### config.mk
export PLATFORM = sky130hd
export DESIGN_NAME = button_click_classifier_top
export DESIGN_NICKNAME = d
export VERILOG_FILES = /design/src/sv/bcc_pkg.sv /design/src/sv/bcc_key_cell.sv /design/src/sv/button_click_classifier_top.sv
export SDC_FILE = /design/constraint.sdc
export NUM_CORES = 1
export LEC_CHECK = 0
export BUFFER_PORTS_ARGS = -buffer_cell sky130_fd_sc_hd__buf_2
export CAP_MARGIN = 20
export CELL_PAD_IN_SITES_DETAIL_PLACEMENT = 1
export CELL_PAD_IN_SITES_GLOBAL_PLACEMENT = 1
export CORE_ASPECT_RATIO = 1.2
export CORE_MARGIN = 1.5
export CORE_UTILIZATION = 45
export CTS_CLUSTER_SIZE = 24
export DETAILED_ROUTE_END_ITERATION = 10
export GPL_TIMING_DRIVEN = 0
export PLACE_DENSITY = 0.87
export SLEW_MARGIN = 10
export SYNTH_ARGS = -nofsm -noshare
export SYNTH_HDL_FRONTEND = slang
export SYNTH_SLANG_ARGS = --single-unit
export TNS_END_PERCENT = 30
### constraint.sdc
create_clock -name clk -period 4.85 [get_ports clk]
set_clock_uncertainty 0.05 [all_clocks]
set_input_delay 0.485 -clock clk [delete_from_list [all_inputs] [get_ports clk]]
set_output_delay 0.485 -clock clk [all_outputs]
set_load 0.02 [all_outputs]
### src/sv/bcc_pkg.sv
// Shared types, constants and register codes for the button click classifier.
package bcc_pkg;

    // Fixed field layout of the stream words
    localparam int FIELD_KEYS   = 4;
    localparam int LEVEL_W      = 4;
    localparam int KEY_IDX_W    = 2;
    localparam int STATUS_W     = 2;
    localparam int CNT_W        = 8;
    localparam int MASK_W       = 4;
    localparam int CFG_IDX_W    = 3;
    localparam int CFG_DATA_W   = 8;
    localparam int IN_DATA_W    = 8;
    localparam int OUT_DATA_W   = 8;

    localparam int NUM_KEYS_DEF = 4;

    localparam logic [CNT_W-1:0] CNT_MAX = {CNT_W{1'b1}};

    // Status codes
    localparam logic [STATUS_W-1:0] ST_NONE   = 2'd0;
    localparam logic [STATUS_W-1:0] ST_SINGLE = 2'd1;
    localparam logic [STATUS_W-1:0] ST_DOUBLE = 2'd2;
    localparam logic [STATUS_W-1:0] ST_LONG   = 2'd3;

    // Item kinds carried in tuser
    localparam logic ACT_TICK  = 1'b0;
    localparam logic ACT_WRITE = 1'b1;

    // Configuration register indexes
    localparam logic [CFG_IDX_W-1:0] REG_LONG_EN   = 3'd0;
    localparam logic [CFG_IDX_W-1:0] REG_DOUBLE_EN = 3'd1;
    localparam logic [CFG_IDX_W-1:0] REG_SINGLE_EN = 3'd2;
    localparam logic [CFG_IDX_W-1:0] REG_LONG_TKS  = 3'd3;
    localparam logic [CFG_IDX_W-1:0] REG_DWIN_TKS  = 3'd4;

    // Register reset values
    localparam logic [MASK_W-1:0] RST_LONG_EN   = 4'd1;
    localparam logic [MASK_W-1:0] RST_DOUBLE_EN = 4'd1;
    localparam logic [MASK_W-1:0] RST_SINGLE_EN = 4'd15;
    localparam logic [CNT_W-1:0]  RST_LONG_TKS  = 8'd100;
    localparam logic [CNT_W-1:0]  RST_DWIN_TKS  = 8'd30;

    typedef enum logic [2:0] {
        PH_IDLE     = 3'd0,
        PH_PRESSED  = 3'd1,
        PH_LONG     = 3'd2,
        PH_RELEASED = 3'd3,
        PH_DWAIT    = 3'd4,
        PH_SECOND   = 3'd5
    } phase_t;

    typedef struct packed {
        logic [MASK_W-1:0] long_en;
        logic [MASK_W-1:0] double_en;
        logic [MASK_W-1:0] single_en;
        logic [CNT_W-1:0]  long_ticks;
        logic [CNT_W-1:0]  dwin_ticks;
    } cfg_t;

    // Per-key view of the configuration
    typedef struct packed {
        logic             en_long;
        logic             en_double;
        logic             en_single;
        logic [CNT_W-1:0] long_ticks;
        logic [CNT_W-1:0] dwin_ticks;
    } key_cfg_t;

    // Per-key control from the top level
    typedef struct packed {
        logic tick_en;
        logic write_en;
        logic pressed;
        logic write_val;
    } key_ctl_t;

    function automatic logic [CNT_W-1:0] bump(input logic [CNT_W-1:0] c);
        bump = (c == CNT_MAX) ? CNT_MAX : c + 1'b1;
    endfunction

endpackage

### src/sv/bcc_key_cell.sv
// One key's press classifier: phase, tick counter and sticky status.
module bcc_key_cell (
    input  logic                           clk,
    input  logic                           rst_n,
    input  bcc_pkg::key_cfg_t              kcfg,
    input  bcc_pkg::key_ctl_t              ctl,
    output logic [bcc_pkg::STATUS_W-1:0]   status_next
);
    import bcc_pkg::*;

    phase_t              phase_reg, phase_next;
    logic [CNT_W-1:0]    cnt_reg, cnt_next;
    logic [STATUS_W-1:0] status_reg;
    logic [CNT_W-1:0]    cnt_inc;

    assign cnt_inc = bump(cnt_reg);

    // Next phase
    always_comb
    begin
        phase_next = phase_reg;
        if (ctl.tick_en)
        begin
            unique case (phase_reg)
                PH_PRESSED:
                begin
                    if (!ctl.pressed)
                        phase_next = PH_RELEASED;
                    else if (cnt_inc >= kcfg.long_ticks && kcfg.en_long)
                        phase_next = PH_LONG;
                end
                PH_LONG:
                begin
                    if (!ctl.pressed)
                        phase_next = PH_IDLE;
                end
                PH_RELEASED:
                begin
                    if (!ctl.pressed)
                        phase_next = kcfg.en_double ? PH_DWAIT : PH_IDLE;
                end
                PH_DWAIT:
                begin
                    if (ctl.pressed)
                        phase_next = PH_SECOND;
                    else if (cnt_inc >= kcfg.dwin_ticks)
                        phase_next = PH_IDLE;
                end
                PH_SECOND:
                begin
                    if (!ctl.pressed)
                        phase_next = PH_IDLE;
                end
                default:
                begin
                    phase_next = ctl.pressed ? PH_PRESSED : PH_IDLE;
                end
            endcase
        end
    end

    // Counter and status
    always_comb
    begin
        cnt_next    = cnt_reg;
        status_next = status_reg;
        if (ctl.write_en)
            status_next = {1'b0, ctl.write_val};
        if (ctl.tick_en)
        begin
            unique case (phase_reg)
                PH_PRESSED:
                begin
                    cnt_next = cnt_inc;
                end
                PH_LONG:
                begin
                    if (!ctl.pressed)
                    begin
                        cnt_next    = '0;
                        status_next = ST_LONG;
                    end
                end
                PH_RELEASED:
                begin
                    if (!ctl.pressed)
                    begin
                        if (kcfg.en_double)
                            cnt_next = cnt_inc;
                        else
                        begin
                            cnt_next    = '0;
                            status_next = kcfg.en_single ? ST_SINGLE : ST_NONE;
                        end
                    end
                end
                PH_DWAIT:
                begin
                    if (!ctl.pressed)
                    begin
                        if (cnt_inc >= kcfg.dwin_ticks)
                        begin
                            cnt_next = '0;
                            if (kcfg.en_single)
                                status_next = ST_SINGLE;
                        end
                        else
                            cnt_next = cnt_inc;
                    end
                end
                PH_SECOND:
                begin
                    if (!ctl.pressed)
                    begin
                        cnt_next    = '0;
                        status_next = ST_DOUBLE;
                    end
                end
                default:
                begin
                    if (ctl.pressed)
                        cnt_next = cnt_inc;
                end
            endcase
        end
    end

    always_ff @(posedge clk or negedge rst_n)
    begin
        if (!rst_n)
        begin
            phase_reg  <= PH_IDLE;
            cnt_reg    <= '0;
            status_reg <= ST_NONE;
        end
        else
        begin
            phase_reg  <= phase_next;
            cnt_reg    <= cnt_next;
            status_reg <= status_next;
        end
    end

endmodule

### src/sv/button_click_classifier_top.sv
// Top level of the button click classifier: stream ports, configuration and key cells.
// The statuses of an accepted word are registered and show on m_tdata from the next cycle.
// Throughput: one word per cycle; s_tready stays high while the result register is
// empty or being drained, so a word may enter every cycle.
// Reset: rst_n clears every key to idle with a zero counter and status, empties the
// result register and loads the configuration registers with their defaults.
module button_click_classifier_top #(
    parameter int NUM_KEYS = bcc_pkg::NUM_KEYS_DEF
) (
    input  logic                             clk,
    input  logic                             rst_n,
    // Input stream
    input  logic                             s_tvalid,
    output logic                             s_tready,
    // [3:0] key_levels, [5:4] key_index, [6] status_value, [7] zero
    input  logic [bcc_pkg::IN_DATA_W-1:0]    s_tdata,
    // [0] action
    input  logic                             s_tuser,
    // Result stream
    output logic                             m_tvalid,
    input  logic                             m_tready,
    // [1:0] status_key0, [3:2] status_key1, [5:4] status_key2, [7:6] status_key3
    output logic [bcc_pkg::OUT_DATA_W-1:0]   m_tdata,
    // Configuration writes
    input  logic                             cfg_valid,
    output logic                             cfg_ready,
    input  logic [bcc_pkg::CFG_IDX_W-1:0]    cfg_index,
    input  logic [bcc_pkg::CFG_DATA_W-1:0]   cfg_data
);
    import bcc_pkg::*;

    // Only the first four keys have a level bit; further keys read released with every
    // feature off, so they never leave idle and need no hardware.
    localparam int NUM_CELLS = (NUM_KEYS < FIELD_KEYS) ? NUM_KEYS : FIELD_KEYS;

    cfg_t                      cfg_reg;
    logic                      m_tvalid_reg, m_tvalid_next;
    logic [OUT_DATA_W-1:0]     m_tdata_reg;
    logic                      s_accept;
    logic                      action;
    logic [LEVEL_W-1:0]        key_levels;
    logic [KEY_IDX_W-1:0]      key_index;
    logic                      status_value;
    logic [STATUS_W-1:0]       status_w [FIELD_KEYS];
    logic [OUT_DATA_W-1:0]     result_w;

    // Unpack the input word
    assign action       = s_tuser;
    assign key_levels   = s_tdata[LEVEL_W-1:0];
    assign key_index    = s_tdata[LEVEL_W +: KEY_IDX_W];
    assign status_value = s_tdata[LEVEL_W + KEY_IDX_W];

    // Take a new word whenever the result register is free or drains this cycle
    assign s_tready = !m_tvalid_reg || m_tready;
    assign s_accept = s_tvalid && s_tready;

    // Configuration is always writable; unknown indexes are dropped
    assign cfg_ready = 1'b1;

    always_ff @(posedge clk or negedge rst_n)
    begin
        if (!rst_n)
        begin
            cfg_reg.long_en    <= RST_LONG_EN;
            cfg_reg.double_en  <= RST_DOUBLE_EN;
            cfg_reg.single_en  <= RST_SINGLE_EN;
            cfg_reg.long_ticks <= RST_LONG_TKS;
            cfg_reg.dwin_ticks <= RST_DWIN_TKS;
        end
        else if (cfg_valid && cfg_ready)
        begin
            unique case (cfg_index)
                REG_LONG_EN:   cfg_reg.long_en    <= cfg_data[MASK_W-1:0];
                REG_DOUBLE_EN: cfg_reg.double_en  <= cfg_data[MASK_W-1:0];
                REG_SINGLE_EN: cfg_reg.single_en  <= cfg_data[MASK_W-1:0];
                REG_LONG_TKS:  cfg_reg.long_ticks <= cfg_data[CNT_W-1:0];
                REG_DWIN_TKS:  cfg_reg.dwin_ticks <= cfg_data[CNT_W-1:0];
                default:       ;
            endcase
        end
    end

    // One classifier cell per present key; each advances only on an accepted tick word
    // and takes a status write only when the word names it.
    for (genvar k = 0; k < NUM_CELLS; k++)
    begin : g_cell
        key_cfg_t kcfg;
        key_ctl_t kctl;

        assign kcfg.en_long    = cfg_reg.long_en[k];
        assign kcfg.en_double  = cfg_reg.double_en[k];
        assign kcfg.en_single  = cfg_reg.single_en[k];
        assign kcfg.long_ticks = cfg_reg.long_ticks;
        assign kcfg.dwin_ticks = cfg_reg.dwin_ticks;

        assign kctl.tick_en   = s_accept && (action == ACT_TICK);
        assign kctl.write_en  = s_accept && (action == ACT_WRITE)
                                && (key_index == KEY_IDX_W'(k));
        assign kctl.pressed   = !key_levels[k];
        assign kctl.write_val = status_value;

        bcc_key_cell u_cell (
            .clk         (clk),
            .rst_n       (rst_n),
            .kcfg        (kcfg),
            .ctl         (kctl),
            .status_next (status_w[k])
        );
    end

    // Absent keys report no status
    for (genvar k = NUM_CELLS; k < FIELD_KEYS; k++)
    begin : g_absent
        assign status_w[k] = ST_NONE;
    end

    for (genvar k = 0; k < FIELD_KEYS; k++)
    begin : g_pack
        assign result_w[k*STATUS_W +: STATUS_W] = status_w[k];
    end

    // Result register: hold while stalled, load on every accepted word
    always_comb
    begin
        m_tvalid_next = m_tvalid_reg;
        if (s_accept)
            m_tvalid_next = 1'b1;
        else if (m_tready)
            m_tvalid_next = 1'b0;
    end

    always_ff @(posedge clk or negedge rst_n)
    begin
        if (!rst_n)
            m_tvalid_reg <= 1'b0;
        else
            m_tvalid_reg <= m_tvalid_next;
    end

    always_ff @(posedge clk)
    begin
        if (s_accept)
            m_tdata_reg <= result_w;
    end

    assign m_tvalid = m_tvalid_reg;
    assign m_tdata  = m_tdata_reg;

endmodule

## Word level (Yosys, flattened, before mapping)

Cells that the tools add are included.

- Add/sub/neg operators: 4
- Magnitude comparators: 8
- Equality and inequality tests: 55
- Muxes and demuxes: 114
- Bitwise gates (word level): 1
- Reduce and logical (&&, ||, !) cells: 33

Operators with widths:

| kind | count |
|---|---|
| 8-bit two-way mux | 28 |
| 8-bit one-hot mux with 4 select lines | 4 |
| 3-bit two-way mux | 28 |
| 2-bit two-way mux | 36 |
| 8-bit >= comparator | 8 |
| 3-bit one-hot mux with 4 select lines | 4 |
| 5-bit AND reduction | 8 |
| 8-bit by 1-bit adder with 8-bit output, second input constant | 4 |
| 8-bit equality test, second input constant | 4 |
| 2-bit one-hot mux with 4 select lines | 4 |
| 3-bit by 2-bit equality test with 1-bit output, second input constant | 10 |
| 3-bit equality test, second input constant | 9 |
| 3-bit by 2-bit != test with 1-bit output, second input constant | 8 |
| 5-bit by 2-bit != test with 1-bit output, second input constant | 4 |
| 2-bit != test, second input constant | 8 |
| 3-bit by 1-bit equality test with 1-bit output, second input constant | 5 |
| 1-bit logical AND | 11 |
| 1-bit two-way mux | 10 |
| 2-bit AND reduction | 5 |
| 2-bit by 1-bit != test with 1-bit output, second input constant | 4 |
| 2-bit OR reduction | 4 |
| 2-bit equality test, second input constant | 2 |
| 3-bit zero test | 1 |
| 2-bit by 1-bit equality test with 1-bit output, second input constant | 1 |
| other kinds (5) | 5 |

- Register bits after elaboration: 89
- Word-level logic and storage cells: 234

## Logic depth before layout (Yosys ltp)

Gate-level depths: netlist of the first run.

- Word-level depth: 11
- Gate-level depth with buffers: 13
- Mapped depth without buffers: 13

## Cells and area by module

Synthesis of the first run repeated with hierarchy kept, for this count alone.

- Cells, all modules: 782
- Area total of the unflattened synthesis: 7053.0 µm²

By module, submodules not included:

| module | times used | cells each | area each (µm²) | seq. area each (µm²) |
|---|---|---|---|---|
| bcc_key_cell at g_cell[0].u_cell ... | 3 | 174 | 1368.8 | 325.3 |
| button_click_classifier_top | 1 | 90 | 1531.5 | 982.2 |
| bcc_key_cell at g_cell[3].u_cell | 1 | 170 | 1415.1 | 325.3 |

## Worst setup path after synthesis of the first run

No wires, ideal clock.

- Path kind: flip-flop to flip-flop
- From: register g_cell[1].u_cell.cnt_reg[0]
- To: register m_tdata_reg[2] (netlist: m_tdata[2]) (data pin)
- Setup time: 258 ps
- Arrival: 2628 ps
- Setup slack: 1914 ps
- Stages on the path, launching flop included: 13
- Buffers on the path: 1
- Period minus slack after synthesis: 2936 ps
- Cell sequence: dfrtp_1 > ha_1 > and3_1 > buf_2 > nand3_1 > and2_1 > ha_1 > nand2b_1 > a211oi_1 > o21ai_0 > a31oi_1 > o21bai_1 > a31o_2

- Longest elaborated chain between the ends: 7
- Elaborated cells between the ends (all ways): 8
- Classes of those cells: add/sub (1); order compare (1); eq/ne (1); mux (5)

RTL lines:

| item | RTL line | source |
|---|---|---|
| start: declaration | bcc_key_cell.sv:12 | `logic [CNT_W-1:0] cnt_reg, cnt_next;` |
| start signal: assignment | bcc_key_cell.sv:139 | `cnt_reg <= cnt_next;` |
| 8-bit by 1-bit adder with 8-bit output or 8-bit equality test (tied branches) | bcc_pkg.sv:79 | `bump = (c == CNT_MAX) ? CNT_MAX : c + 1'b1;` |
| 8-bit two-way mux (*) | bcc_pkg.sv:79 |  |
| 8-bit >= comparator (*) | bcc_key_cell.sv:101 | `if (cnt_inc >= kcfg.dwin_ticks)` |
| 2-bit two-way mux (*) | bcc_key_cell.sv:101 |  |
| 2-bit two-way mux (*) | bcc_key_cell.sv:99 | `if (!ctl.pressed)` |
| 2-bit one-hot mux with 4 select lines (*) | bcc_key_cell.sv:71 | `unique case (phase_reg)` |
| 2-bit two-way mux (*) | bcc_key_cell.sv:69 | `if (ctl.tick_en)` |
| net g_cell[1].u_cell.status_next, one bit | bcc_key_cell.sv:7 | `output logic [bcc_pkg::STATUS_W-1:0] status_next` |
| end signal: assignment | button_click_classifier_top.sv:143 | `m_tdata_reg <= result_w;` |
| end: declaration | button_click_classifier_top.sv:38 | `logic [OUT_DATA_W-1:0] m_tdata_reg;` |

Mark *: on every way through the listed nets, which the timed path passes. The rest lies on a longest branch.
A chain may end at the register's enable or synchronous reset.

## Worst setup path after layout of the first run

- From: register g_cell[2].u_cell.cnt_reg[0]
- To: register g_cell[2].u_cell.cnt_reg[5]

- Longest elaborated chain between the ends: 6
- Elaborated cells between the ends (all ways): 10
- Classes of those cells: add/sub (1); order compare (1); eq/ne (1); mux (7)

RTL lines:

| item | RTL line |
|---|---|
| start: declaration | bcc_key_cell.sv:12 |
| start signal: assignment | bcc_key_cell.sv:139 |
| 8-bit by 1-bit adder with 8-bit output or 8-bit equality test (tied branches) | bcc_pkg.sv:79 |
| 8-bit two-way mux (*) | bcc_pkg.sv:79 |
| 8-bit >= comparator | bcc_key_cell.sv:101 |
| 8-bit two-way mux | bcc_key_cell.sv:101 |
| 8-bit two-way mux | bcc_key_cell.sv:99 |
| 8-bit one-hot mux with 4 select lines (*) | bcc_key_cell.sv:71 |

Every way passes the cells marked *; elsewhere a longest branch is shown, timed or not. The select of a mux whose other input is x is not followed.

==> summary.md, run 1 <==
| Metric | Value |
|---|---|
| Initial antenna violation count | `0` |
| Final Util | `about half` |
| Routed Antenna Nets | `0` |
| Rel. slew slack | `a little under two fifths` |
| Top sig layer | `met4` |
| CTS Sinks | `around 90` |
| Fin Hold WS | `-0.00378 ns` |
| Critical path class | `register to register` |
| M1 wire length | `8140 µm` |
| Pre-Repair DR Iteration Count | `4` |
| Core area | `between 10000 and 15000 µm²` |
| Final non-filler cell area | `between 7000 and 8000 µm²` |
| Min cycle time layout | `between 3 and 4 ns` |
| Top_reg_cell synth | `dfrtp_1` |
| Total clock buffers created by CTS | `9` |
| Met2 WL | `10500 µm` |
| Share of layout cells above drive strength 1 | `between 10% and 20%` |
| Vias in the first global route | `between 6000 and 7000` |
| CP endpoint kind | `register` |
| Crit-path cells | `ha_1 -> and3_1 -> clkbuf_1 -> and3_1 -> nor2_1 -> a21oi_1 -> ha_1 -> a21o_1 -> a221oi_1 -> nand3_1 -> a21o_1 -> o31ai_1` |
| Die Span X | `between 100 and 150 µm` |
| PortBufs | `33` |
| Fmax | `roughly 280 MHz` |
| RePlAce Congestion | `a little under 0.9` |
| R2R depth | `12` |
| Crit path max fanout | `8` |
| Worst Path Required | `just over 5 ns` |
| Final Setup Violations | `0` |
| Unrepaired setup endpoints after global routing | `false` |
| Pwr dens | `about 500 nW/µm²` |
| Via count | `around 6000` |
| Grt total ovfl | `0` |
| Row count | `48` |
| Register area share after synthesis | `between 30% and 40%` |
| RR Endpoint | `g_cell[2].u_cell.cnt_reg[5]$_DFFE_PN0P_` |
| Diode count | `0` |
| Static leakage | `roughly 0.0034 µW` |
| Arrival @ worst endpoint | `3.78 ns` |
| Status | `complete, but fails checks` |
| Fin crit share | `around three quarters` |
| Seq cells post-synth | `89` |
| Vias per inst | `around 6.2` |
| Post-synth net total | `approximately 830` |
| Layout area overhead | `10.9%` |
| Crit-path leading delay family | `compound AO/OA/AOI/OAI gates` |
| Worst VDD drop | `approximately 0.00025 V` |
| Final nets | `around 880` |
| Mapped cell area | `roughly 6600 µm²` |
| Syn avg cell area | `just under 9 µm²` |
| Die height | `136 µm` |
| Final wirelength | `between 20000 and 25000 µm` |
| Initial core utilization | `a little under half` |
| Number of synthesized flops with an enable pin | `8` |
| Actual slew at the worst max-slew pin | `approximately 0.94 ns` |
| Setup Buffers After CTS | `0` |
| CP max stage delay | `0.51 ns` |
| First-pass GRT wire length | `32500 µm` |
| Failing checks | `negative hold slack` |
| Slowest CP cell | `a221oi_1` |
| HP Class | `input port to async pin` |
| Placed Area | `7010 µm²` |
| WP depth | `12` |
| DP HPWL | `15000 µm` |
| TritonCTS clock tree | `built` |
| Final setup TNS | `0 ns` |
| CTS H-tree lvls | `3` |
| CTS clk-pin slew, worst paths | `0.07 ns` |
| Asr flop ratio synth | `between 90% and 100%` |
| DRC | `0` |
| Clock buffer depth | `2` |
| R2R Setup Slk | `approximately 1.3 ns` |
| Distinct cells, synth | `79` |
| CTS Hold Buffers Added | `0` |
| Synthesized instance count | `739` |
| YS warnings | `0` |
| Total GRT Usage | `between 20 and 30%` |
| Master cell of the clock root buffer | `clkbuf_16` |
| Clk_lat worst skew | `approximately 0.36 ns` |
| Max Transition Viols Final | `0` |
| Worst path buffer plus inverter count | `1` |
| Pin count of the biggest net entering global routing | `a little under 60` |
| I/O pin cnt | `36` |
| Full die area | `approximately 15000 µm²` |
| Starting DRT DRC Count | `290` |
| Crit start category | `register` |
| Final Hold Vio Count | `7` |
| Max reg flops | `32` |
| Post-CTS Resized | `0` |
| Worst r2r src | `g_cell[2].u_cell.cnt_reg[0]$_DFFE_PN0P_` |
| WL/cell | `20.9 µm` |
| Routed wl met3 | `~620 µm` |
| Maximum Capacitance Violations | `0` |
==> worst register-to-register path, cell delays in order (launching register included) <==
cell      delay (ns)
dfrtp_1         0.42
ha_1            0.28
and3_1          0.18
clkbuf_1        0.22
and3_1          0.23
nor2_1          0.05
a21oi_1         0.29
ha_1            0.31
a21o_1          0.20
a221oi_1        0.51
nand3_1         0.14
a21o_1          0.30
o31ai_1         0.28
==> layout by cell type, fill, tap and decap left out, drive strengths merged, types with 8 or more instances in the layout <==
| master | n |
|---|---|
| a21o | 9 |
| a21oi | 44 |
| a22o | 9 |
| a31oi | 17 |
| and2 | 9 |
| and3 | 22 |
| buf | 47 |
| clkbuf | 29 |
| dfrtp | 68 |
| dfstp | 13 |
| edfxtp | 8 |
| ha | 68 |
| inv | 36 |
| mux2 | 20 |
| nand2 | 91 |
| nand2b | 17 |
| nand3 | 27 |
| nor2 | 37 |
| nor2b | 20 |
| nor3 | 16 |
| o21ai | 57 |
| o31ai | 9 |
| xnor2 | 14 |
==> worst max-delay path by stage <==
| stage | start | end | slack [ns] |
|---|---|---|---|
| final | g_cell[2].u_cell.cnt_reg[0]$_DFFE_PN0P_ | g_cell[2].u_cell.cnt_reg[5]$_DFFE_PN0P_ | 1.29 |
| after global routing | g_cell[2].u_cell.cnt_reg[0]$_DFFE_PN0P_ | g_cell[2].u_cell.cnt_reg[1]$_DFFE_PN0P_ | 0.91 |
| after CTS | g_cell[2].u_cell.cnt_reg[0]$_DFFE_PN0P_ | g_cell[2].u_cell.cnt_reg[1]$_DFFE_PN0P_ | 1.29 |
| after detailed placement | g_cell[2].u_cell.cnt_reg[0]$_DFFE_PN0P_ | g_cell[2].u_cell.cnt_reg[5]$_DFFE_PN0P_ | 1.34 |
| after global placement | g_cell[2].u_cell.cnt_reg[0]$_DFFE_PN0P_ | g_cell[2].u_cell.cnt_reg[5]$_DFFE_PN0P_ | 1.48 |
| after floorplan | g_cell[1].u_cell.cnt_reg[0]$_DFFE_PN0P_ | m_tdata[2]$_DFFE_PP_ | 1.91 |
==> per-layer routing <==
metal / GRT usage (%) / up-vias
met4: 15.6 / 0
met1: 29.8 / 3013
met3: 3.53 / 63
met2: 49.5 / 130
met5: 0 / -
li1: - / 2805
==> cells by family (layout without fill, tap and decap cells) <==
family | after synthesis | count (layout) | share of synthesized area, %
other | 1 | 1 | 0.0569
XOR/XNOR | 17 | 17 | 2.26
AND/OR/NAND/NOR | 265 | 265 | 20.2
buffers and inverters | 65 | 115 | 4.12
AO/OA/AOI/OAI | 208 | 208 | 21.5
flip-flops | 89 | 89 | 34.6
multiplexers | 26 | 26 | 4.33
adder cells (fa/ha/maj) | 68 | 68 | 12.9
==> synth_stat cells (all sizes together), types with 3 or more instances <==
| cell type | instances | share of area [%] |
|---|---|---|
| a2111oi | 3 | 0.97 |
| a211o | 3 | 0.42 |
| a211oi | 6 | 0.68 |
| a21boi | 3 | 0.34 |
| a21o | 9 | 1.0 |
| a21oi | 44 | 3.4 |
| a22o | 9 | 1.2 |
| a31o | 4 | 0.53 |
| a31oi | 17 | 1.6 |
| a32oi | 3 | 0.40 |
| and2 | 9 | 0.85 |
| and3 | 22 | 2.1 |
| buf | 13 | 1.2 |
| clkbuf | 16 | 0.91 |
| dfrtp | 68 | 26 |
| dfstp | 13 | 5.2 |
| edfxtp | 8 | 3.6 |
| ha | 68 | 13 |
| inv | 36 | 2.0 |
| mux2 | 20 | 3.4 |
| mux2i | 6 | 0.91 |
| nand2 | 91 | 5.2 |
| nand2b | 17 | 1.6 |
| nand3 | 27 | 2.0 |
| nand4 | 5 | 0.47 |
| nor2 | 37 | 2.1 |
| nor2b | 20 | 1.9 |
| nor3 | 16 | 1.3 |
| nor3b | 4 | 0.46 |
| o2111ai | 3 | 0.40 |
| o211ai | 6 | 0.68 |
| o21ai | 57 | 4.4 |
| o22ai | 6 | 0.78 |
| o31ai | 9 | 1.0 |
| or3 | 3 | 0.28 |
| xnor2 | 14 | 1.9 |
| xor2 | 3 | 0.40 |
==> area by class of cell <==
cell class	count	area [µm²]
Buffer	29	136
Clock buffer	13	240
Clock inverter	3	67.6
Fill cell	1711	7040
Inverter	36	135
Multi-Input combinational cell	585	4040
Sequential cell	89	2280
Tap cell	175	219
Timing Repair Buffer	34	195
==> report_power, final <==
part           total [µW]  internal, µW  switching, µW
clock                 761           453            309
combinational        1780           691           1090
sequential           1150           982            166
==> stage by stage <==
stage	setup slack, ns	power, µW	cells
after CTS	1.29	3680	964
after global placement	1.48	2740	947
after floorplan	1.91	2370	739
final	1.29	3690	964
after detailed placement	1.34	2890	948
after global routing	0.908	3940	964
(Power assumes the default switching activity.)
==> run 2, diff against run 1 <==
--- a/config.mk
+++ b/config.mk
@@ -5,13 +5,14 @@
 export SDC_FILE = /design/constraint.sdc
 export NUM_CORES = 1
 export LEC_CHECK = 0
+export ABC_AREA = 1
 export BUFFER_PORTS_ARGS = -buffer_cell sky130_fd_sc_hd__buf_2
 export CAP_MARGIN = 20
 export CELL_PAD_IN_SITES_DETAIL_PLACEMENT = 1
 export CELL_PAD_IN_SITES_GLOBAL_PLACEMENT = 1
 export CORE_ASPECT_RATIO = 1.2
 export CORE_MARGIN = 1.5
-export CORE_UTILIZATION = 45
+export CORE_UTILIZATION = 41
 export CTS_CLUSTER_SIZE = 24
 export DETAILED_ROUTE_END_ITERATION = 10
 export GPL_TIMING_DRIVEN = 0
==> constraint.sdc (replaced) <==
create_clock -name clk -period 3.15 [get_ports clk]
set_clock_uncertainty 0.05 [all_clocks]
set_input_delay 0.315 -clock clk [delete_from_list [all_inputs] [get_ports clk]]
set_output_delay 0.315 -clock clk [all_outputs]
set_load 0.02 [all_outputs]
==> summary.md, run 2 <==
| Metric | Value |
|---|---|
| Final setup TNS | `0 ns (unchanged)` |
| WHS Path Cells | `3` |
| Setup Buffers After CTS | `0 (unchanged)` |
| Die height | `141 µm (+4.0%)` |
| Synth cell count leaders | `nand2_1 (334), inv_1 (122), nand3_1 (98)` |
| Final Hold Vio Count | `0 (-7)` |
| Asr flop ratio synth | `91.0% (unchanged)` |
| Master cell of the clock root buffer | `clkbuf_16` |
| TritonCTS clock tree | `built` |
| Max reg flops | `32 (unchanged)` |
| Worst r2r src | `g_cell[2].u_cell.cnt_reg[0]$_DFFE_PN0P_` |
| Worst Path Required | `3.19 ns (-1.88 ns)` |
| Most common cell on crit path | `nand2_1` |
| Dpl cells | `1173 (+24%)` |
| Top cells by area, synth | `dfrtp_1 (26%), nand2_1 (19%), ha_1 (13%)` |
| Row count | `50 (+4.2%)` |
| Maximum Capacitance Violations | `0 (unchanged)` |
| CTS H-tree lvls | `3 (unchanged)` |
| CTS Sinks | `89 (unchanged)` |
| Vias in the first global route | `6594 (+0.87%)` |
| CP max stage delay | `0.40 ns (-0.11 ns)` |
| Status | `complete, no violations` |
| Fillers | `2009 (+17%)` |
| Final Setup Violations | `0 (unchanged)` |
| Crit path max fanout | `6 (-2)` |
| Initial antenna violation count | `0 (unchanged)` |
| Crit path from | `g_cell[2].u_cell.cnt_reg[0]$_DFFE_PN0P_` |
| Min cycle time layout | `2.90 ns (-0.655 ns)` |
| Layout area overhead | `13.0%` |
| Pin count of the biggest net entering global routing | `53 (-8.6%)` |
| Seq cells post-synth | `89 (unchanged)` |
| Clk_lat worst skew | `0.35 ns (about the same)` |
| Full die area | `16700 µm² (+8.2%)` |
| DP HPWL | `14200 µm (-5.6%)` |
| Vias per inst | `5.21 (-16%)` |
| CP endpoint kind | `register` |
| I/O pin cnt | `36 (unchanged)` |
| Post-route insts no fill | `1190 (+23%)` |
| Largest area contributor in the netlist | `dfrtp_1` |
| Clock buffer depth | `2 (unchanged)` |
| Crit-path cells | `ha_1 -> nand2_1 -> inv_1 -> nand2_1 -> or2_2 -> clkbuf_1 -> nand2_1 -> ha_1 -> a21oi_1 -> nor2_1 -> nor3_2 -> nand2_1 -> nand2_1 -> o21ai_0 -> nand2_1 -> nand2_1` |
| Total clock buffers created by CTS | `9 (unchanged)` |
| Max Transition Viols Final | `0 (unchanged)` |
| Number of synthesized flops with an enable pin | `8 (unchanged)` |
| Hold Startpoint | `s_tvalid` |
| Actual slew at the worst max-slew pin | `0.654 ns (-0.284 ns)` |
| Pwr dens | `700 nW/µm² (+39%)` |
| Worst path buffer plus inverter count | `2 (+1)` |
| WP depth | `16 (+4)` |
| First-pass GRT wire length | `31500 µm (-3.0%)` |
| Crit-path leading delay family | `simple AND/OR/NAND/NOR gates` |
| Fmax | `344 MHz (+23%)` |
| Distinct cells, synth | `37 (-53%)` |
| Synthesized instance count | `931 (+26%)` |
| Pre-Repair DR Iteration Count | `4 (unchanged)` |
| R2R depth | `16 (+4)` |
| Routed Antenna Nets | `0 (unchanged)` |
| Most common cell after layout, fill and taps aside | `nand2_1` |
| Mapped cell area | `6510 µm² (-1.2%)` |
| RePlAce Congestion | `0.813 (-7.1%)` |
| Static leakage | `0.00407 µW (+21%)` |
| Share of layout cells above drive strength 1 | `10.8% (-3.3 points)` |
| Final nets | `1070 (+22%)` |
| Total GRT Usage | `23.6% (-3.4 points)` |
| Top_reg_cell synth | `dfrtp_1` |
| Rel. slew slack | `56.1% (+19 points)` |
| Via count | `6205 (+3.2%)` |
| HP Class | `input port to register` |
| Fin crit share | `92.2% (+19 points)` |
| Count leader, synth | `nand2_1` |
| Critical path class | `register to register` |
| Slowest CP cell | `dfrtp_1` |
| Syn avg cell area | `7.00 µm² (-22%)` |
| Diode count | `0 (unchanged)` |
| DRC | `0 (unchanged)` |
| Worst VDD drop | `0.000355 V (+41%)` |
| Grt total ovfl | `0 (unchanged)` |
| Die Span X | `118 µm (+4.0%)` |
| Arrival @ worst endpoint | `2.94 ns (-0.84 ns)` |
| Starting DRT DRC Count | `273 (-5.9%)` |
| Initial core utilization | `41.8% (-4.1 points)` |
| Post-synth net total | `1024 (+23%)` |
| PortBufs | `33 (unchanged)` |
| Yosys top cell area share | `26.1% (+0.32 points)` |
| CTS clk-pin slew, worst paths | `0.07 ns (about the same)` |
| Core area | `15600 µm² (+8.5%)` |
| Final wirelength | `18900 µm (-6.2%)` |
| Crit start category | `register` |
| Register area share after synthesis | `35.1% (+0.43 points)` |
| YS warnings | `0 (unchanged)` |
| Most frequent cells in the layout | `nand2_1 (333), inv_1 (122), nand3_1 (91)` |
| WL/cell | `15.9 µm (-24%)` |
## run 2: cell count changes after synthesis, sizes merged, moves of 15 or more
cell / change
nor2b: -20
and3: -22
nand3: +73
inv: +92
nor2: +29
nand2: +247
a21oi: -17
a31oi: -15
mux2: -20
nand2b: -17
## run 2: metrics by stage
| step | instance area [µm²] | total power [µW] | setup slack (ns) | utilization (%) | hold slack [ns] |
|---|---|---|---|---|---|
| finish | 7360 | 5150 | 0.247 | 47.2 | 0.147 |
| global route | 7360 | 5590 | -0.00248 | 47.2 | 0.163 |
| CTS | 7290 | 5150 | 0.0414 | 46.8 | 0.143 |
| detailed placement | 6970 | 3950 | -0.0242 | 44.7 | 0.235 |
| global placement | 6940 | 3810 | 0.0423 | 44.5 | 0.416 |
| floorplan | 6510 | 3280 | 0.614 | - | -0.0306 |
## run 2: timing repair
| item | 4_1_cts | 5_1_grt |
|---|---|---|
| pin swaps | 0 | 0 |
| endpoints found under the hold margin | 29 | 0 |
| hold buffers | 1 | 0 |
| resized for setup | 3 | 19 |
| cloned | 0 | 0 |
| endpoints found under the setup margin | 18 | 58 |
## run 2: area by class of cell
type	count	area [µm²]	area share [%]
multi-input combinational	709	3800	51.6
sequential	89	2280	31.0
inverter	129	487	6.61
tap	208	260	3.54
clock buffer	10	239	3.25
timing repair buffer	35	205	2.79
clock inverter	6	65.1	0.884
buffer	4	18.8	0.255
## run 2: power breakdown
group	leakage [µW]	switching (µW)	internal (µW)
Sequential	0.00111	228	1440
Combinational	0.00281	1540	795
Clock	0.000145	504	640
## run 2: worst min-delay path: stages
cell and delay (ns):
buf_2 0.08, inv_1 0.05, nand2_1 0.06
## run 2: path summary, 6_finish.rpt
path | to | slack [ns]
max | m_tdata[4]$_DFFE_PP_ | 0.25
max in group asynchronous | cfg_reg[20]$_DFFE_PN1P_ | 1.99
min reg2reg | cfg_reg[1]$_DFFE_PN1P_ | 0.44
min in group asynchronous | g_cell[1].u_cell.phase_reg[1]$_DFFE_PN0P_ | 0.39
min | m_tvalid$_DFFE_PN0P_ | 0.15
max reg2reg | m_tdata[4]$_DFFE_PP_ | 0.25
## run 2: cell families after synthesis
group	after synthesis	share of synthesized area [%]
buffers and inverters	133	7.76
xor gates and xnor gates	6	0.807
and+or+nand+nor	540	35.3
adders and majority gates	68	13.1
DFF	89	35.1
AOI/OAI and AO/OA	94	7.99
other	1	0.0576
## run 2: layer usage
metal / global-route usage [%] / routed length, µm
met1: 27.3 / 7960
met2: 44.3 / 9960
met3: 2.27 / 396
met4: 9.44 / 549
met5: 0 / 0
==> run 3, diff against run 2 <==
--- a/config.mk
+++ b/config.mk
@@ -12,11 +12,11 @@
 export CELL_PAD_IN_SITES_GLOBAL_PLACEMENT = 1
 export CORE_ASPECT_RATIO = 1.2
 export CORE_MARGIN = 1.5
-export CORE_UTILIZATION = 41
+export CORE_UTILIZATION = 24
 export CTS_CLUSTER_SIZE = 24
 export DETAILED_ROUTE_END_ITERATION = 10
 export GPL_TIMING_DRIVEN = 0
-export PLACE_DENSITY = 0.87
+export PLACE_DENSITY = 0.6
 export SLEW_MARGIN = 10
 export SYNTH_ARGS = -nofsm -noshare
 export SYNTH_HDL_FRONTEND = slang
==> summary.md, run 3 (same netlist as run 2, synthesis figures left out) <==
| Metric | Value |
|---|---|
| Placed Area | `7130 µm² (+2.3%)` |
| CP endpoint kind | `register` |
| Static leakage | `0.00407 µW (+0.11%)` |
| Master cell of the clock root buffer | `clkbuf_16` |
| Final Power | `5090 µW (-1.2%)` |
| Initial core utilization | `24.6% (-17 points)` |
| Final wirelength | `18800 µm (-0.25%)` |
| R2R Setup Slk | `0.26 ns (+0.02 ns)` |
| Arrival @ worst endpoint | `2.94 ns (about the same)` |
| Fin crit share | `91.6% (-0.57 points)` |
| Most common cell after layout, fill and taps aside | `nand2_1` |
| Rel. slew slack | `54.8% (-1.2 points)` |
| Post-route insts no fill | `1317 (+11%)` |
| Pin count of the biggest net entering global routing | `51 (-3.8%)` |
| Share of layout cells above drive strength 1 | `10.9% (+0.10 points)` |
| Pre-Repair DR Iteration Count | `7 (+3)` |
| Diode count | `0 (unchanged)` |
| Total clock buffers created by CTS | `9 (unchanged)` |
| Worst r2r src | `g_cell[0].u_cell.cnt_reg[0]$_DFFE_PN0P_` |
| Final Hold Vio Count | `0 (unchanged)` |
| Critical path class | `register to register` |
| I/O pin cnt | `36 (unchanged)` |
| First-pass GRT wire length | `31000 µm (-1.7%)` |
| Row count | `65 (+30%)` |
| Via count | `6035 (-2.7%)` |
| DP HPWL | `14900 µm (+5.1%)` |
| CTS H-tree lvls | `3 (unchanged)` |
| Clock buffer depth | `2 (unchanged)` |
| Full die area | `28100 µm² (+69%)` |
| DRC | `0 (unchanged)` |
| HP Class | `input port to register` |
| Clock power share | `22.4% (+0.2 points)` |
| Crit path from | `g_cell[0].u_cell.cnt_reg[0]$_DFFE_PN0P_` |
| Switch share | `44.0% (-0.093 points)` |
| RePlAce Congestion | `0.772 (-5.1%)` |
| Actual slew at the worst max-slew pin | `0.677 ns (+0.0232 ns)` |
| Worst VDD drop | `0.000319 V (-9.9%)` |
| Worst Path Required | `3.21 ns (+0.02 ns)` |
| RR Endpoint | `m_tdata[0]$_DFFE_PP_` |
| PortBufs | `33 (unchanged)` |
| Total GRT Usage | `14.0% (-9.6 points)` |
| TritonCTS clock tree | `built` |
| Vias in the first global route | `6141 (-6.9%)` |
| Die height | `183 µm (+30%)` |
| Max reg flops | `32 (unchanged)` |
| Pwr dens | `677 nW/µm² (-3.3%)` |
| Initial antenna violation count | `0 (unchanged)` |
| WL/cell | `14.3 µm (-9.9%)` |
| Grt total ovfl | `0 (unchanged)` |
| Internal | `2850 µW (-1.0%)` |
| Core area | `26500 µm² (+70%)` |
| Final nets | `1070 (unchanged)` |
| Fmax | `347 MHz (+0.62%)` |
| Clk_lat worst skew | `0.36 ns (about the same)` |
| Critical path capture point | `m_tdata[0]$_DFFE_PP_` |
| Maximum Capacitance Violations | `0 (unchanged)` |
| Dpl cells | `1300 (+11%)` |
| Max Transition Viols Final | `0 (unchanged)` |
| R2R depth | `16 (unchanged)` |
| Die Span X | `153 µm (+30%)` |
| P_sw | `2240 µW (-1.4%)` |
| Min cycle time layout | `2.89 ns (-0.0179 ns)` |
| Crit start category | `register` |
| Reg power frac | `32.9% (+0.5 points)` |
| Starting DRT DRC Count | `175 (-36%)` |
| Logic pwr share | `44.6% (-0.8 points)` |
| Final Setup Violations | `0 (unchanged)` |
| Vias per inst | `4.58 (-12%)` |
| Most frequent cells in the layout | `nand2_1 (334), inv_1 (122), nand3_1 (91)` |
| CTS Sinks | `89 (unchanged)` |
| Final non-filler cell area | `7520 µm² (+2.1%)` |
| Status | `complete, no violations` |
| Layout area overhead | `15.4%` |
| Setup Buffers After CTS | `0 (unchanged)` |
| Routed Antenna Nets | `0 (unchanged)` |
| Crit path max fanout | `8 (+2)` |
| CTS clk-pin slew, worst paths | `0.07 ns (about the same)` |
## run 3: cell count changes in the layout (fill, tap and decap cells not counted), sizes merged
cell / before / now
clkinvlp: 2 / 0
clkinv: 2 / 3
inv: 130 / 132
clkbuf: 13 / 12
## run 3: area by class of cell
| cell class | instances | area (µm²) |
|---|---|---|
| clock inverters | 7 | 73.8 |
| flip-flops and latches | 89 | 2280 |
| well taps | 335 | 419 |
| plain buffers | 4 | 18.8 |
| fillers | 3322 | 19000 |
| clock buffers | 9 | 225 |
| repair buffers | 35 | 205 |
| multi-input cells | 709 | 3800 |
| inverters | 129 | 487 |
## run 3: per-stage QoR
stage,utilization (%),hold WS [ns],setup TNS (ns),setup WS (ns)
2_1_floorplan,-,-0.0306,0,0.614
3_3_place_gp,26.8,0.417,-0.681,-0.0949
3_5_place_dp,26.9,0.268,-1.72,-0.168
4_1_cts,28.1,0.128,0,0.0199
5_1_grt,28.3,0.177,-0.0348,-0.0213
6_report,28.3,0.140,0,0.265
## run 3: how the worst min path moves through the flow
stage,start,endpoint,slack (ns),cells past startpoint
floorplan,rst_n,cfg_reg[0]$_DFFE_PN0P_,-0.03,0
global placement,cfg_reg[12]$_DFFE_PN0P_,cfg_reg[12]$_DFFE_PN0P_,0.42,2
detailed placement,rst_n,g_cell[2].u_cell.phase_reg[1]$_DFFE_PN0P_,0.27,1
CTS,s_tvalid,m_tvalid$_DFFE_PN0P_,0.13,3
global route,s_tvalid,m_tvalid$_DFFE_PN0P_,0.18,3
finish,s_tvalid,m_tvalid$_DFFE_PN0P_,0.14,3
## run 3: power groups by stage
stage | Clock, µW | Sequential (µW) | Combinational (µW)
after floorplan | 0 | 1640 | 1640
after global placement | 0 | 1690 | 2220
after detailed placement | 0 | 1690 | 2300
after CTS | 1180 | 1680 | 2320
after global routing | 1220 | 1720 | 2690
final | 1140 | 1670 | 2270
## run 3: critical path: stages (launching register included)
cell	delay [ns]
dfrtp_1	0.40
ha_1	0.18
nand2_1	0.08
nor3_2	0.27
nand3_2	0.21
o21ai_0	0.28
ha_1	0.34
nand2_1	0.07
inv_1	0.05
nand3_1	0.06
nand3_1	0.11
nand2_1	0.14
nand2_1	0.07
nand2_1	0.09
o21ai_0	0.10
nand2_1	0.08
nand2_1	0.06
## run 3: metal layers
| layer | global-route usage, % | routed length (µm) |
|---|---|---|
| met3 | 1.44 | 400 |
| met2 | 25.2 | 9390 |
| met1 | 16.9 | 8540 |
| met5 | 0 | 0 |
| met4 | 5.98 | 490 |
## run 3: what timing repair did
action,4_1_cts,5_1_grt
resized for setup,5,16
endpoints found under the hold margin,31,0
setup endpoints to repair,24,59
hold buffers,1,0
